[config.mk]
export PLATFORM = sky130hd
export DESIGN_NAME = multi_channel_servo_pwm_flat
export DESIGN_NICKNAME = d
export VERILOG_FILES = /design/src/hw/rtl/msp_pkg.sv /design/src/hw/rtl/msp_stream_if.sv /design/src/hw/rtl/multi_channel_servo_pwm.sv /design/src/flat_wrapper.sv
export SDC_FILE = /design/constraint.sdc
export NUM_CORES = 1
export LEC_CHECK = 0
export ABC_AREA = 0
export ABC_CLOCK_PERIOD_IN_PS = 15100
export BUFFER_PORTS_ARGS = -buffer_cell sky130_fd_sc_hd__buf_2
export CORE_UTILIZATION = 25
export CTS_BUF_LIST = sky130_fd_sc_hd__clkbuf_4
export CTS_CLUSTER_SIZE = 28
export DETAILED_ROUTE_END_ITERATION = 8
export GPL_TIMING_DRIVEN = 0
export PLACE_DENSITY = 0.49
export RECOVER_POWER = 50
export SLEW_MARGIN = 0
export SYNTH_ARGS = -nofsm -noshare
export SYNTH_HDL_FRONTEND = slang
export SYNTH_SLANG_ARGS = --single-unit
[constraint.sdc]
create_clock -name clock -period 15.1 [get_ports clock]
set_input_delay 0.755 -clock clock [delete_from_list [all_inputs] [get_ports clock]]
set_output_delay 0.755 -clock clock [all_outputs]
set_load 0.01 [all_outputs]
[src/hw/rtl/msp_pkg.sv]
// Shared constants, types and widths for the servo pulse generator.
`timescale 1ns / 1ps

package msp_pkg;

   localparam int NUM_CHANNELS = 4;
   localparam int PERIOD_TICKS = 2000;
   localparam int COUNT_WIDTH  = $clog2(PERIOD_TICKS + 1);

   localparam int CMD_WIDTH    = 2;
   localparam int CHAN_WIDTH   = 2;
   localparam int VALUE_WIDTH  = 16;
   localparam int TICKS_WIDTH  = 9;
   localparam int ANGLE_WIDTH  = 8;

   localparam logic [TICKS_WIDTH-1:0] CENTER_TICKS = 9'd150;
   localparam logic [TICKS_WIDTH-1:0] MIN_TICKS    = 9'd50;
   localparam logic [TICKS_WIDTH-1:0] MAX_TICKS    = 9'd300;

   localparam logic [11:0] MIN_US    = 12'd500;
   localparam logic [11:0] MAX_US    = 12'd3000;
   localparam logic [11:0] ROUND_US  = 12'd5;
   localparam logic [7:0]  MAX_ANGLE = 8'd180;
   localparam logic [9:0]  MAX_ADC   = 10'd1023;

   // reciprocal constants: floor(n / d) == (n * R) >> s over the ranges used
   localparam logic [12:0] US_RECIP    = 13'd6554;    // d = 10,   s = 16
   localparam logic [11:0] ANGLE_RECIP = 12'd3641;    // d = 18,   s = 16
   localparam logic [19:0] ADC_RECIP   = 20'd524801;  // d = 2046, s = 30
   localparam logic [15:0] DEG_RECIP   = 16'd47186;   // 18 / 25,  s = 16

   typedef enum logic [CMD_WIDTH-1:0] {
      CMD_TICK        = 2'd0,
      CMD_WRITE_US    = 2'd1,
      CMD_WRITE_ANGLE = 2'd2,
      CMD_WRITE_ADC   = 2'd3
   } command_type;

endpackage

[src/hw/rtl/msp_stream_if.sv]
// Request and response stream interfaces of the servo pulse generator.
`timescale 1ns / 1ps

interface msp_req_if;
   logic                                 valid;
   logic                                 ready;
   logic [msp_pkg::CMD_WIDTH-1:0]        command;
   logic [msp_pkg::CHAN_WIDTH-1:0]       channel;
   logic [msp_pkg::VALUE_WIDTH-1:0]      value;

   modport source (output valid, command, channel, value, input ready);
   modport sink   (input valid, command, channel, value, output ready);
endinterface

interface msp_rsp_if;
   logic                                 valid;
   logic                                 ready;
   logic [msp_pkg::NUM_CHANNELS-1:0]     pin_levels;
   logic                                 period_start;
   logic [msp_pkg::TICKS_WIDTH-1:0]      pulse_ticks;
   logic [msp_pkg::ANGLE_WIDTH-1:0]      angle;

   modport source (output valid, pin_levels, period_start, pulse_ticks, angle, input ready);
   modport sink   (input valid, pin_levels, period_start, pulse_ticks, angle, output ready);
endinterface

[src/hw/rtl/multi_channel_servo_pwm.sv]
// A word accepted on req passes the three register stages in order to rsp.
// Throughput: one word per cycle unless rsp stalls; the stages (converted word,
// state update, angle/output register) advance independently under stall.
// Reset (synchronous): counter 0, pins low, all widths 150 ticks, enables 0.
// No clearing pass: counter, pins, widths and enables sit in flip-flops cleared by reset.
`timescale 1ns / 1ps

module multi_channel_servo_pwm (
   input  logic                              clock,
   input  logic                              reset,
   input  logic                              csr_write_enable,
   input  logic [msp_pkg::NUM_CHANNELS-1:0]  csr_write_data,
   msp_req_if.sink                           req,
   msp_rsp_if.source                         rsp
);

   localparam int NC = msp_pkg::NUM_CHANNELS;
   localparam int CW = msp_pkg::COUNT_WIDTH;
   localparam int TW = msp_pkg::TICKS_WIDTH;

   // stage handshake
   logic s1_valid_ff, s1_valid_in;
   logic s2_valid_ff, s2_valid_in;
   logic out_valid_ff, out_valid_in;
   logic out_free, s2_free, s1_free, s2_load, req_accept;

   // stage 1: converted word
   msp_pkg::command_type           s1_cmd_ff, s1_cmd_in;
   logic [msp_pkg::CHAN_WIDTH-1:0] s1_ch_ff, s1_ch_in;
   logic [TW-1:0]                  s1_ticks_ff, s1_ticks_in;

   // stage 2: result after state update
   logic [NC-1:0] s2_pins_ff, s2_pins_in;
   logic          s2_start_ff, s2_start_in;
   logic [TW-1:0] s2_ticks_ff, s2_ticks_in;

   // output register
   logic [NC-1:0]                   out_pins_ff, out_pins_in;
   logic                            out_start_ff, out_start_in;
   logic [TW-1:0]                   out_ticks_ff, out_ticks_in;
   logic [msp_pkg::ANGLE_WIDTH-1:0] out_angle_ff, out_angle_in;

   // block state
   logic [CW-1:0] count_ff, count_in;
   logic [NC-1:0] pins_ff, pins_in;
   logic [NC-1:0] enable_ff, enable_in;
   logic [TW-1:0] width_ff [NC];
   logic [TW-1:0] width_in [NC];

   // conversion intermediates
   logic [11:0] us_clamp, us_round;
   logic [24:0] us_prod;
   logic [7:0]  ang_clamp;
   logic [12:0] ang_num;
   logic [24:0] ang_prod;
   logic [9:0]  adc_clamp;
   logic [18:0] adc_num;
   logic [38:0] adc_prod;

   // state update intermediates
   logic [CW-1:0] count_step;
   logic [CW-1:0] count_item;
   logic [NC-1:0] pins_item;
   logic [TW-1:0] width_item [NC];
   logic          start_item;
   logic          ch_ok;
   logic [NC-1:0] rising;

   // angle intermediates
   logic [TW-1:0] deg_clamp;
   logic [7:0]    deg_offset;
   logic [23:0]   deg_prod;

   // handshake
   assign out_free   = !out_valid_ff || rsp.ready;
   assign s2_free    = !s2_valid_ff || out_free;
   assign s1_free    = !s1_valid_ff || s2_free;
   assign s2_load    = s1_valid_ff && s2_free;
   assign req_accept = req.valid && s1_free;
   assign req.ready  = s1_free;

   always_comb begin
      s1_valid_in  = s1_free ? req.valid : s1_valid_ff;
      s2_valid_in  = s2_free ? s1_valid_ff : s2_valid_ff;
      out_valid_in = out_free ? s2_valid_ff : out_valid_ff;
   end

   // stage 1: turn the value into ticks for each write source
   always_comb begin
      if (req.value < 16'(msp_pkg::MIN_US)) begin
         us_clamp = msp_pkg::MIN_US;
      end else if (req.value > 16'(msp_pkg::MAX_US)) begin
         us_clamp = msp_pkg::MAX_US;
      end else begin
         us_clamp = req.value[11:0];
      end
      us_round = us_clamp + msp_pkg::ROUND_US;
      us_prod  = 25'(us_round) * 25'(msp_pkg::US_RECIP);

      // ticks = 50 + (25a + 9) / 18
      ang_clamp = (req.value > 16'(msp_pkg::MAX_ANGLE)) ? msp_pkg::MAX_ANGLE : req.value[7:0];
      ang_num   = 13'(ang_clamp) * 13'd25 + 13'd9;
      ang_prod  = 25'(ang_num) * 25'(msp_pkg::ANGLE_RECIP);

      // ticks = 50 + (500v + 1023) / 2046
      adc_clamp = (req.value > 16'(msp_pkg::MAX_ADC)) ? msp_pkg::MAX_ADC : req.value[9:0];
      adc_num   = 19'(adc_clamp) * 19'd500 + 19'd1023;
      adc_prod  = 39'(adc_num) * 39'(msp_pkg::ADC_RECIP);

      s1_cmd_in = msp_pkg::command_type'(req.command);
      s1_ch_in  = req.channel;
      case (s1_cmd_in)
         msp_pkg::CMD_WRITE_US:    s1_ticks_in = us_prod[24:16];
         msp_pkg::CMD_WRITE_ANGLE: s1_ticks_in = msp_pkg::MIN_TICKS + ang_prod[24:16];
         msp_pkg::CMD_WRITE_ADC:   s1_ticks_in = msp_pkg::MIN_TICKS + adc_prod[38:30];
         default:                  s1_ticks_in = msp_pkg::CENTER_TICKS;
      endcase
   end

   // stage 2: apply the word to the counter, pins and widths
   always_comb begin
      ch_ok      = 32'(s1_ch_ff) < NC;
      count_step = count_ff + 1'b1;
      count_item = count_ff;
      pins_item  = pins_ff;
      start_item = 1'b0;
      for (int c = 0; c < NC; c++) begin
         width_item[c] = width_ff[c];
      end

      if (s1_cmd_ff == msp_pkg::CMD_TICK) begin
         count_item = count_step;
         if (32'(count_step) >= msp_pkg::PERIOD_TICKS) begin
            count_item = '0;
            start_item = 1'b1;
            pins_item  = pins_ff | enable_ff;
         end
         for (int c = 0; c < NC; c++) begin
            if (enable_ff[c] && (32'(count_item) == 32'(width_ff[c]))) begin
               pins_item[c] = 1'b0;
            end
         end
      end else if (ch_ok) begin
         width_item[s1_ch_ff] = s1_ticks_ff;
      end

      s2_pins_in  = pins_item;
      s2_start_in = start_item;
      s2_ticks_in = ch_ok ? width_item[s1_ch_ff] : '0;

      // newly enabled channels restart at centre with the pin low
      rising    = csr_write_data & ~enable_ff;
      enable_in = enable_ff;
      count_in  = count_ff;
      pins_in   = pins_ff;
      for (int c = 0; c < NC; c++) begin
         width_in[c] = width_ff[c];
      end
      if (csr_write_enable) begin
         enable_in = csr_write_data;
         pins_in   = pins_ff & csr_write_data & ~rising;
         for (int c = 0; c < NC; c++) begin
            if (rising[c]) begin
               width_in[c] = msp_pkg::CENTER_TICKS;
            end
         end
      end else if (s2_load) begin
         count_in = count_item;
         pins_in  = pins_item;
         for (int c = 0; c < NC; c++) begin
            width_in[c] = width_item[c];
         end
      end
   end

   // output stage: angle = (clamp(ticks) - 50) * 18 / 25
   always_comb begin
      if (s2_ticks_ff < msp_pkg::MIN_TICKS) begin
         deg_clamp = msp_pkg::MIN_TICKS;
      end else if (s2_ticks_ff > msp_pkg::MAX_TICKS) begin
         deg_clamp = msp_pkg::MAX_TICKS;
      end else begin
         deg_clamp = s2_ticks_ff;
      end
      deg_offset   = 8'(deg_clamp - msp_pkg::MIN_TICKS);
      deg_prod     = 24'(deg_offset) * 24'(msp_pkg::DEG_RECIP);
      out_pins_in  = s2_pins_ff;
      out_start_in = s2_start_ff;
      out_ticks_in = s2_ticks_ff;
      out_angle_in = deg_prod[23:16];
   end

   always_ff @(posedge clock) begin
      if (reset) begin
         s1_valid_ff  <= 1'b0;
         s2_valid_ff  <= 1'b0;
         out_valid_ff <= 1'b0;
         count_ff     <= '0;
         pins_ff      <= '0;
         enable_ff    <= '0;
         for (int c = 0; c < NC; c++) begin
            width_ff[c] <= msp_pkg::CENTER_TICKS;
         end
      end else begin
         s1_valid_ff  <= s1_valid_in;
         s2_valid_ff  <= s2_valid_in;
         out_valid_ff <= out_valid_in;
         count_ff     <= count_in;
         pins_ff      <= pins_in;
         enable_ff    <= enable_in;
         for (int c = 0; c < NC; c++) begin
            width_ff[c] <= width_in[c];
         end
      end
   end

   always_ff @(posedge clock) begin
      if (req_accept) begin
         s1_cmd_ff   <= s1_cmd_in;
         s1_ch_ff    <= s1_ch_in;
         s1_ticks_ff <= s1_ticks_in;
      end
      if (s2_load) begin
         s2_pins_ff  <= s2_pins_in;
         s2_start_ff <= s2_start_in;
         s2_ticks_ff <= s2_ticks_in;
      end
      if (out_free && s2_valid_ff) begin
         out_pins_ff  <= out_pins_in;
         out_start_ff <= out_start_in;
         out_ticks_ff <= out_ticks_in;
         out_angle_ff <= out_angle_in;
      end
   end

   assign rsp.valid        = out_valid_ff;
   assign rsp.pin_levels   = out_pins_ff;
   assign rsp.period_start = out_start_ff;
   assign rsp.pulse_ticks  = out_ticks_ff;
   assign rsp.angle        = out_angle_ff;

   a_count_range: assert property (@(posedge clock) disable iff (reset)
      32'(count_ff) < msp_pkg::PERIOD_TICKS)
      else $error("period counter out of range");

   a_disabled_low: assert property (@(posedge clock) disable iff (reset)
      (pins_ff & ~enable_ff) == '0)
      else $error("disabled channel pin driven high");

   a_wrap_clears: assert property (@(posedge clock) disable iff (reset)
      s2_load && !csr_write_enable && s2_start_in |=> count_ff == '0)
      else $error("period start without counter wrap");

   a_ticks_range: assert property (@(posedge clock) disable iff (reset)
      rsp.valid |-> (rsp.pulse_ticks >= msp_pkg::MIN_TICKS
                     && rsp.pulse_ticks <= msp_pkg::MAX_TICKS))
      else $error("pulse width outside servo range");

endmodule

[src/flat_wrapper.sv]
// flat-port wrapper written by rule: the top's interface ports become plain ports
module multi_channel_servo_pwm_flat 
  (clock, reset, csr_write_enable, csr_write_data, req_valid, req_command, req_channel, req_value, req_ready, rsp_valid, rsp_pin_levels, rsp_period_start, rsp_pulse_ticks, rsp_angle, rsp_ready);
  msp_req_if req_i ();
  msp_rsp_if rsp_i ();
  input  logic clock;
  input  logic reset;
  input  logic csr_write_enable;
  input  logic [msp_pkg::NUM_CHANNELS-1:0] csr_write_data;
  input wire logic [$bits(req_i.valid)-1:0] req_valid;
  input wire logic [$bits(req_i.command)-1:0] req_command;
  input wire logic [$bits(req_i.channel)-1:0] req_channel;
  input wire logic [$bits(req_i.value)-1:0] req_value;
  output wire logic [$bits(req_i.ready)-1:0] req_ready;
  output wire logic [$bits(rsp_i.valid)-1:0] rsp_valid;
  output wire logic [$bits(rsp_i.pin_levels)-1:0] rsp_pin_levels;
  output wire logic [$bits(rsp_i.period_start)-1:0] rsp_period_start;
  output wire logic [$bits(rsp_i.pulse_ticks)-1:0] rsp_pulse_ticks;
  output wire logic [$bits(rsp_i.angle)-1:0] rsp_angle;
  input wire logic [$bits(rsp_i.ready)-1:0] rsp_ready;
  assign req_i.valid = req_valid;
  assign req_i.command = req_command;
  assign req_i.channel = req_channel;
  assign req_i.value = req_value;
  assign req_ready = req_i.ready;
  assign rsp_valid = rsp_i.valid;
  assign rsp_pin_levels = rsp_i.pin_levels;
  assign rsp_period_start = rsp_i.period_start;
  assign rsp_pulse_ticks = rsp_i.pulse_ticks;
  assign rsp_angle = rsp_i.angle;
  assign rsp_i.ready = rsp_ready;
  multi_channel_servo_pwm u_core (.clock(clock), .reset(reset), .csr_write_enable(csr_write_enable), .csr_write_data(csr_write_data), .req(req_i), .rsp(rsp_i));
endmodule
# Yosys cells after proc, flatten, opt, wreduce, memory -nomap -nowiden
# Memory sizes are Yosys's and may differ from the RTL's.
# Cells that the tools add are included.
dict set report word_totals {
  ram_bits 36
  memories 1
  output_inout_bits 24
  wordCells 113
  reg_bits 71
}
dict set report op_classes {
  mul 6
  n_eq_ne 7
  bitwise 12
  n_lt_le_gt_ge 9
  mux 38
  reduce_logical 17
  add_sub_neg 7
}
# memory words width rd rd_clocked_by_memory_dff wr line
set mem_list {}
lappend mem_list {u_core.width_ff 4 9 4 0 4 multi_channel_servo_pwm.sv:47} ;# logic [TW-1:0] width_ff [NC];
# cell n
set op_table {}
lappend op_table {{36-bit 2-to-1 mux} 3}
lappend op_table {{9-bit 2-to-1 mux} 11}
lappend op_table {{11-bit by 9-bit == test with 1-bit output} 4}
lappend op_table {{19-bit by 20-bit multiplier with 39-bit output (second input constant)} 1}
lappend op_table {{36-bit bitwise mux} 1}
lappend op_table {{9-bit one-hot mux with 3 select lines} 1}
lappend op_table {{13-bit by 12-bit multiplier with 25-bit output (second input constant)} 1}
lappend op_table {{12-bit by 12-bit multiplier with 24-bit output (second input constant)} 1}
lappend op_table {{12-bit 2-to-1 mux} 2}
lappend op_table {{8-bit 2-to-1 mux} 3}
lappend op_table {{8-bit by 15-bit multiplier with 23-bit output (second input constant)} 1}
lappend op_table {{11-bit 2-to-1 mux} 2}
lappend op_table {{19-bit by 10-bit adder with 19-bit output (second input constant)} 1}
lappend op_table {{6-bit by 9-bit adder with 9-bit output (first input constant)} 2}
lappend op_table {{9-bit binary-select mux with 2-bit select} 1}
lappend op_table {{9-bit demux with 2-bit select} 1}
lappend op_table {{10-bit by 7-bit multiplier with 17-bit output (second input constant)} 1}
lappend op_table {{16-bit by 10-bit greater-than comparator with 1-bit output (second input constant)} 1}
lappend op_table {{16-bit by 12-bit greater-than comparator with 1-bit output (second input constant)} 1}
lappend op_table {{16-bit by 8-bit greater-than comparator with 1-bit output (second input constant)} 1}
lappend op_table {{16-bit by 9-bit < comparator with 1-bit output (second input constant)} 1}
lappend op_table {{4-bit 2-to-1 mux} 4}
lappend op_table {{13-bit by 4-bit adder with 13-bit output (second input constant)} 1}
lappend op_table {{8-bit by 5-bit multiplier with 13-bit output (second input constant)} 1}
lappend op_table {{24 further kinds} 49}

# Longest topological paths before layout
dict set report depth {
  depth_word 10
  ltp_mapped 41
  ltp_nobuf 40
}

# Worst setup path after synthesis
# OpenSTA, ideal clock, no wires.
dict set report synth_path {
  kind {input to register}
  start {in req_value[15]}
  end {reg u_core.s1_ticks_ff[8] (data pin)}
  n_path_buf 0
  setup_slack_ns 4.242
  arrival_time_ns 10.599
  path_stages 35
  path_cell_list {or4_4 nor4_2 inv_1 nor3b_1 nand2_1 inv_1 ha_1 fa_1 ha_1 ha_1 a31oi_1 nor2b_1 o21a_1 o21ai_0 nand2b_1 a21oi_1 xnor2_1 fa_1 ha_1 fa_1 fa_1 fa_1 ha_1 a21o_1 a2111oi_0 nand2_1 nor4b_2 nor2_1 o31ai_1 xnor2_1 a221o_1 o2111ai_1 nand3_1 nor4b_2 a211o_1}
}
dict set report synth_via {
  elab_chain_len 7
  word_cells_on_any_way 19
  classes_between {add/sub (5); mul (5); order compare (4); mux (5)}
}
# element line
set synth_lines {}
lappend synth_lines {{from (decl)} flat_wrapper.sv:13} ;# input wire logic [$bits(req_i.value)-1:0] req_value;
lappend synth_lines {{16-bit by 10-bit greater-than comparator with 1-bit output / 16-bit by 8-bit greater-than comparator with 1-bit output (equally long branches)} {multi_channel_servo_pwm.sv:106, multi_channel_servo_pwm.sv:101}}
lappend synth_lines {{10-bit 2-to-1 mux / 8-bit 2-to-1 mux (equally long branches)} {multi_channel_servo_pwm.sv:106, multi_channel_servo_pwm.sv:101}}
lappend synth_lines {{10-bit by 7-bit multiplier with 17-bit output / 8-bit by 5-bit multiplier with 13-bit output (equally long branches)} {multi_channel_servo_pwm.sv:107, multi_channel_servo_pwm.sv:102}}
lappend synth_lines {{19-bit by 10-bit adder with 19-bit output / 13-bit by 4-bit adder with 13-bit output (equally long branches)} {multi_channel_servo_pwm.sv:107, multi_channel_servo_pwm.sv:102}}
lappend synth_lines {{19-bit by 20-bit multiplier with 39-bit output / 13-bit by 12-bit multiplier with 25-bit output (equally long branches)} {multi_channel_servo_pwm.sv:108, multi_channel_servo_pwm.sv:103}}
lappend synth_lines {{6-bit by 9-bit adder with 9-bit output (on tied branches)} {multi_channel_servo_pwm.sv:115, multi_channel_servo_pwm.sv:114}}
lappend synth_lines {{9-bit one-hot mux with 3 select lines (*)} multi_channel_servo_pwm.sv:112} ;# case (s1_cmd_in)
lappend synth_lines {{named net u_core.s1_ticks_in[8]} multi_channel_servo_pwm.sv:30} ;# logic [TW-1:0] s1_ticks_ff, s1_ticks_in;
lappend synth_lines {{to (signal assigned)} multi_channel_servo_pwm.sv:221} ;# s1_ticks_ff <= s1_ticks_in;
lappend synth_lines {{to (decl)} multi_channel_servo_pwm.sv:30}
# The timed path passes the listed nets; every way through them passes the cells marked *.
# A chain may end at the register's enable or synchronous reset.

# Worst setup path after layout
# Same ends and word-level chain as after synthesis.

==> flow_summary.ini <==
[global_route]
grt_pass1_vias = 13163
grtUsageMet3_pct = 1.15
gr-total-overflow = 0
met1_usage_pct = 17.1
grt_max_degree = 22
track_usage_pct = 12.4
antenna_found_initial = 3
met2_usage_pct = 20.8
busiest_layer = met2
grt_pass1_wl_um = 68000

[clocking]
cts_made_buffers = 9
cts_setup_buffers = 0
cts_resized = 0
cts_tree = done
cts.htree.levels = 3
cts_root_buffer = clkbuf_4
cts_sinks = 107
holdBufCountCts = 0
clock_path_buffers = 2
path_clk_slew_ns = 0.18
insertion_delay_ns = 0.51

[synth]
ys_types = 95
synth_top_area_cell = ha_1
synth_top_cell_area_share_pct = 25.9
synth_ff_type = dfxtp_1
ys_warn_count = 0
yosys-top-cells-area = ha_1 26%, fa_1 14%, edfxtp_1 8.9%
avgSynthCellArea_um2 = 9.07
synth-edff-count = 49
ys_seq_area_share_pct = 15.9
ys_ff_latch = 107
synthArstFlopShare_pct = 0
syn-cell-area_mm2 = 0.0166
syn_inst = 1825
synthesis.nets = 2315

[detailed_routing]
viasPerCell = 4.78
vias = 13137
wl_per_cell_um = 15.1
wirelength_um = 41500
dr.pass1.iters = 5
drtIter0Drc = 714
antenna_left = 0
drc = 0

[power]
clock_power_share_pct = 9.6
ir_worst_vdd_mv = 0.0817
p_comb_share_pct = 67.7
power.share.sequential_pct = 22.7
switchingPower_uw = 819
switching_share_pct = 46.2
power.density_mw_per_mm2 = 98.4
p_int_uw = 956
p_leak_nw = 8.21

[sta]
setup_viol = 0
layout_min_cycle_time_ns = 12.62
hold_violations = 0
clock_skew_ns = 0.0205
tns_ns = 0
fin_ws_ns = 2.48
maxSlewHeadroom_pct = 23.9
rsz0062_at_grt = false
tightestPinTransition_ns = 1.13
max_freq_mhz = 79.3
final_max_slew_viol_count = 0
post-route-period-util_pct = 83.5

[finish]
syn_to_final_growth_pct = 8.94
post-route-util_pct = 27.8
mostFrequentLayoutCells = 343 x ha_1, 265 x inv_1, 136 x nor2_1, 132 x nand2_1, 118 x fa_1
layout_commonest_cell = ha_1
drive_gt1_share_pct = 5.34
layout.cells.non_filler = 2749
nNetsFinal = 2377

[critical_path]
critPathArrivalTime_ns = 12.88
crit_fanout = 10
critical_path_class = in2reg
critPathTopFamily = adder cells
cp_num_buf_inv = 3
slowest_delay_ns = 0.91
cp-end-kind = flip-flop
cp.required_ns = 15.36
slowest_stage = nor3b_1
startpoint_type = primary input

[floorplan]
io_pins = 53
rows = 93
chipWidth_um = 259
die-area_mm2 = 0.0672
core_mm2 = 0.0649
die_h_um = 259
initial_core_util_pct = 25.5

[placed_design]
place_hpwl_um = 35300
gp_congestion = 0.882
place_inst = 2731
dp_slack_ns = 1.94
portBuffers = 49

[job]
maxCapViolations = 0

[status]
status = completed

[min_path]
hold_class = in2reg
==> power by group through the flow <==
stage               combinational, mW  clock, mW  sequential (mW)
finish                           1.20      0.170            0.403
floorplan                       0.933          0            0.399
global route                     1.40      0.183            0.406
global placement                 1.20          0            0.408
detailed placement               1.22          0            0.408
CTS                              1.23      0.175            0.401
==> final timing paths <==
kind	from	endpoint	slack, ns	cells after the start
worst min-delay path	req_channel[1]	u_core.s1_ch_ff[1]$_DFFE_PP_	0.41	1
worst min register to register	u_core.out_pins_in[0]$_DFFE_PP_	u_core.rsp.pin_levels[0]$_DFFE_PP_	0.44	0
worst max-delay path	req_value[15]	u_core.s1_ticks_ff[8]$_DFFE_PP_	2.48	36
worst max register to register	u_core.out_ticks_in[1]$_DFFE_PP_	u_core.rsp.angle[7]$_DFFE_PP_	8.20	27
==> logic make-up after synthesis <==
group	after synthesis	share of synthesized area, %
adders and majority gates	462	40.3
AOI/OAI and AO/OA	354	14.7
and+or+nand+nor	458	13.7
xor gates and xnor gates	120	6.69
muxes	18	1.80
DFF	107	15.9
buffers and inverters	306	6.98
==> cell usage after synthesis (8+ instances only) <==
cell	n
nor3_1	18
edfxtp_1	49
a21oi_1	102
a22oi_1	22
o21ai_0	41
o21bai_1	9
o22ai_1	19
nor2_1	136
clkbuf_1	30
nand2b_1	30
o21a_1	12
nor2b_1	17
o22a_1	16
or2_2	10
ha_1	343
a31oi_1	18
o32ai_1	10
xor2_1	42
mux4_2	9
a211o_1	8
a21o_1	21
dfxtp_1	58
and2_1	9
nand2_1	132
xnor2_1	72
and3_1	13
nand3_1	25
nand4_1	12
inv_1	265
fa_1	118
==> flip-flops by register name, summed over array words and instances, names as in the netlist, 8 cells and up <==
signal	cells
u_core.s1_ticks_ff	9
u_core.rsp.angle	8
u_core.rsp.pulse_ticks	9
u_core.count_ff	11
u_core.out_ticks_in	9
u_core.width_ff	36
==> per-stage QoR <==
stage | power [mW] | hold slack [ns] | instance area, um^2
after detailed placement | 1.63 | 0.405 | 17900
after floorplan | 1.33 | 0.400 | 16600
after CTS | 1.81 | 0.372 | 18100
after global routing | 1.99 | 0.379 | 18000
after global placement | 1.61 | 0.402 | 17900
final | 1.77 | 0.410 | 18000
==> routing by layer <==
layer	wire length, um	up-vias
met5	18	-
met4	651	4
met3	1460	37
met2	19100	238
met1	20300	6373
li1	-	6485
==> area by class of cell <==
type	instances	area (um^2)
diodes	2	5.00
plain buffers	41	160
clock buffers	9	67.6
clock inverters	7	103
fillers	6983	46900
inverters	265	995
multi-input cells	1412	12800
flip-flops and latches	107	2630
well taps	855	1070
repair buffers	51	229
Power figures use the tool's default switching activity.
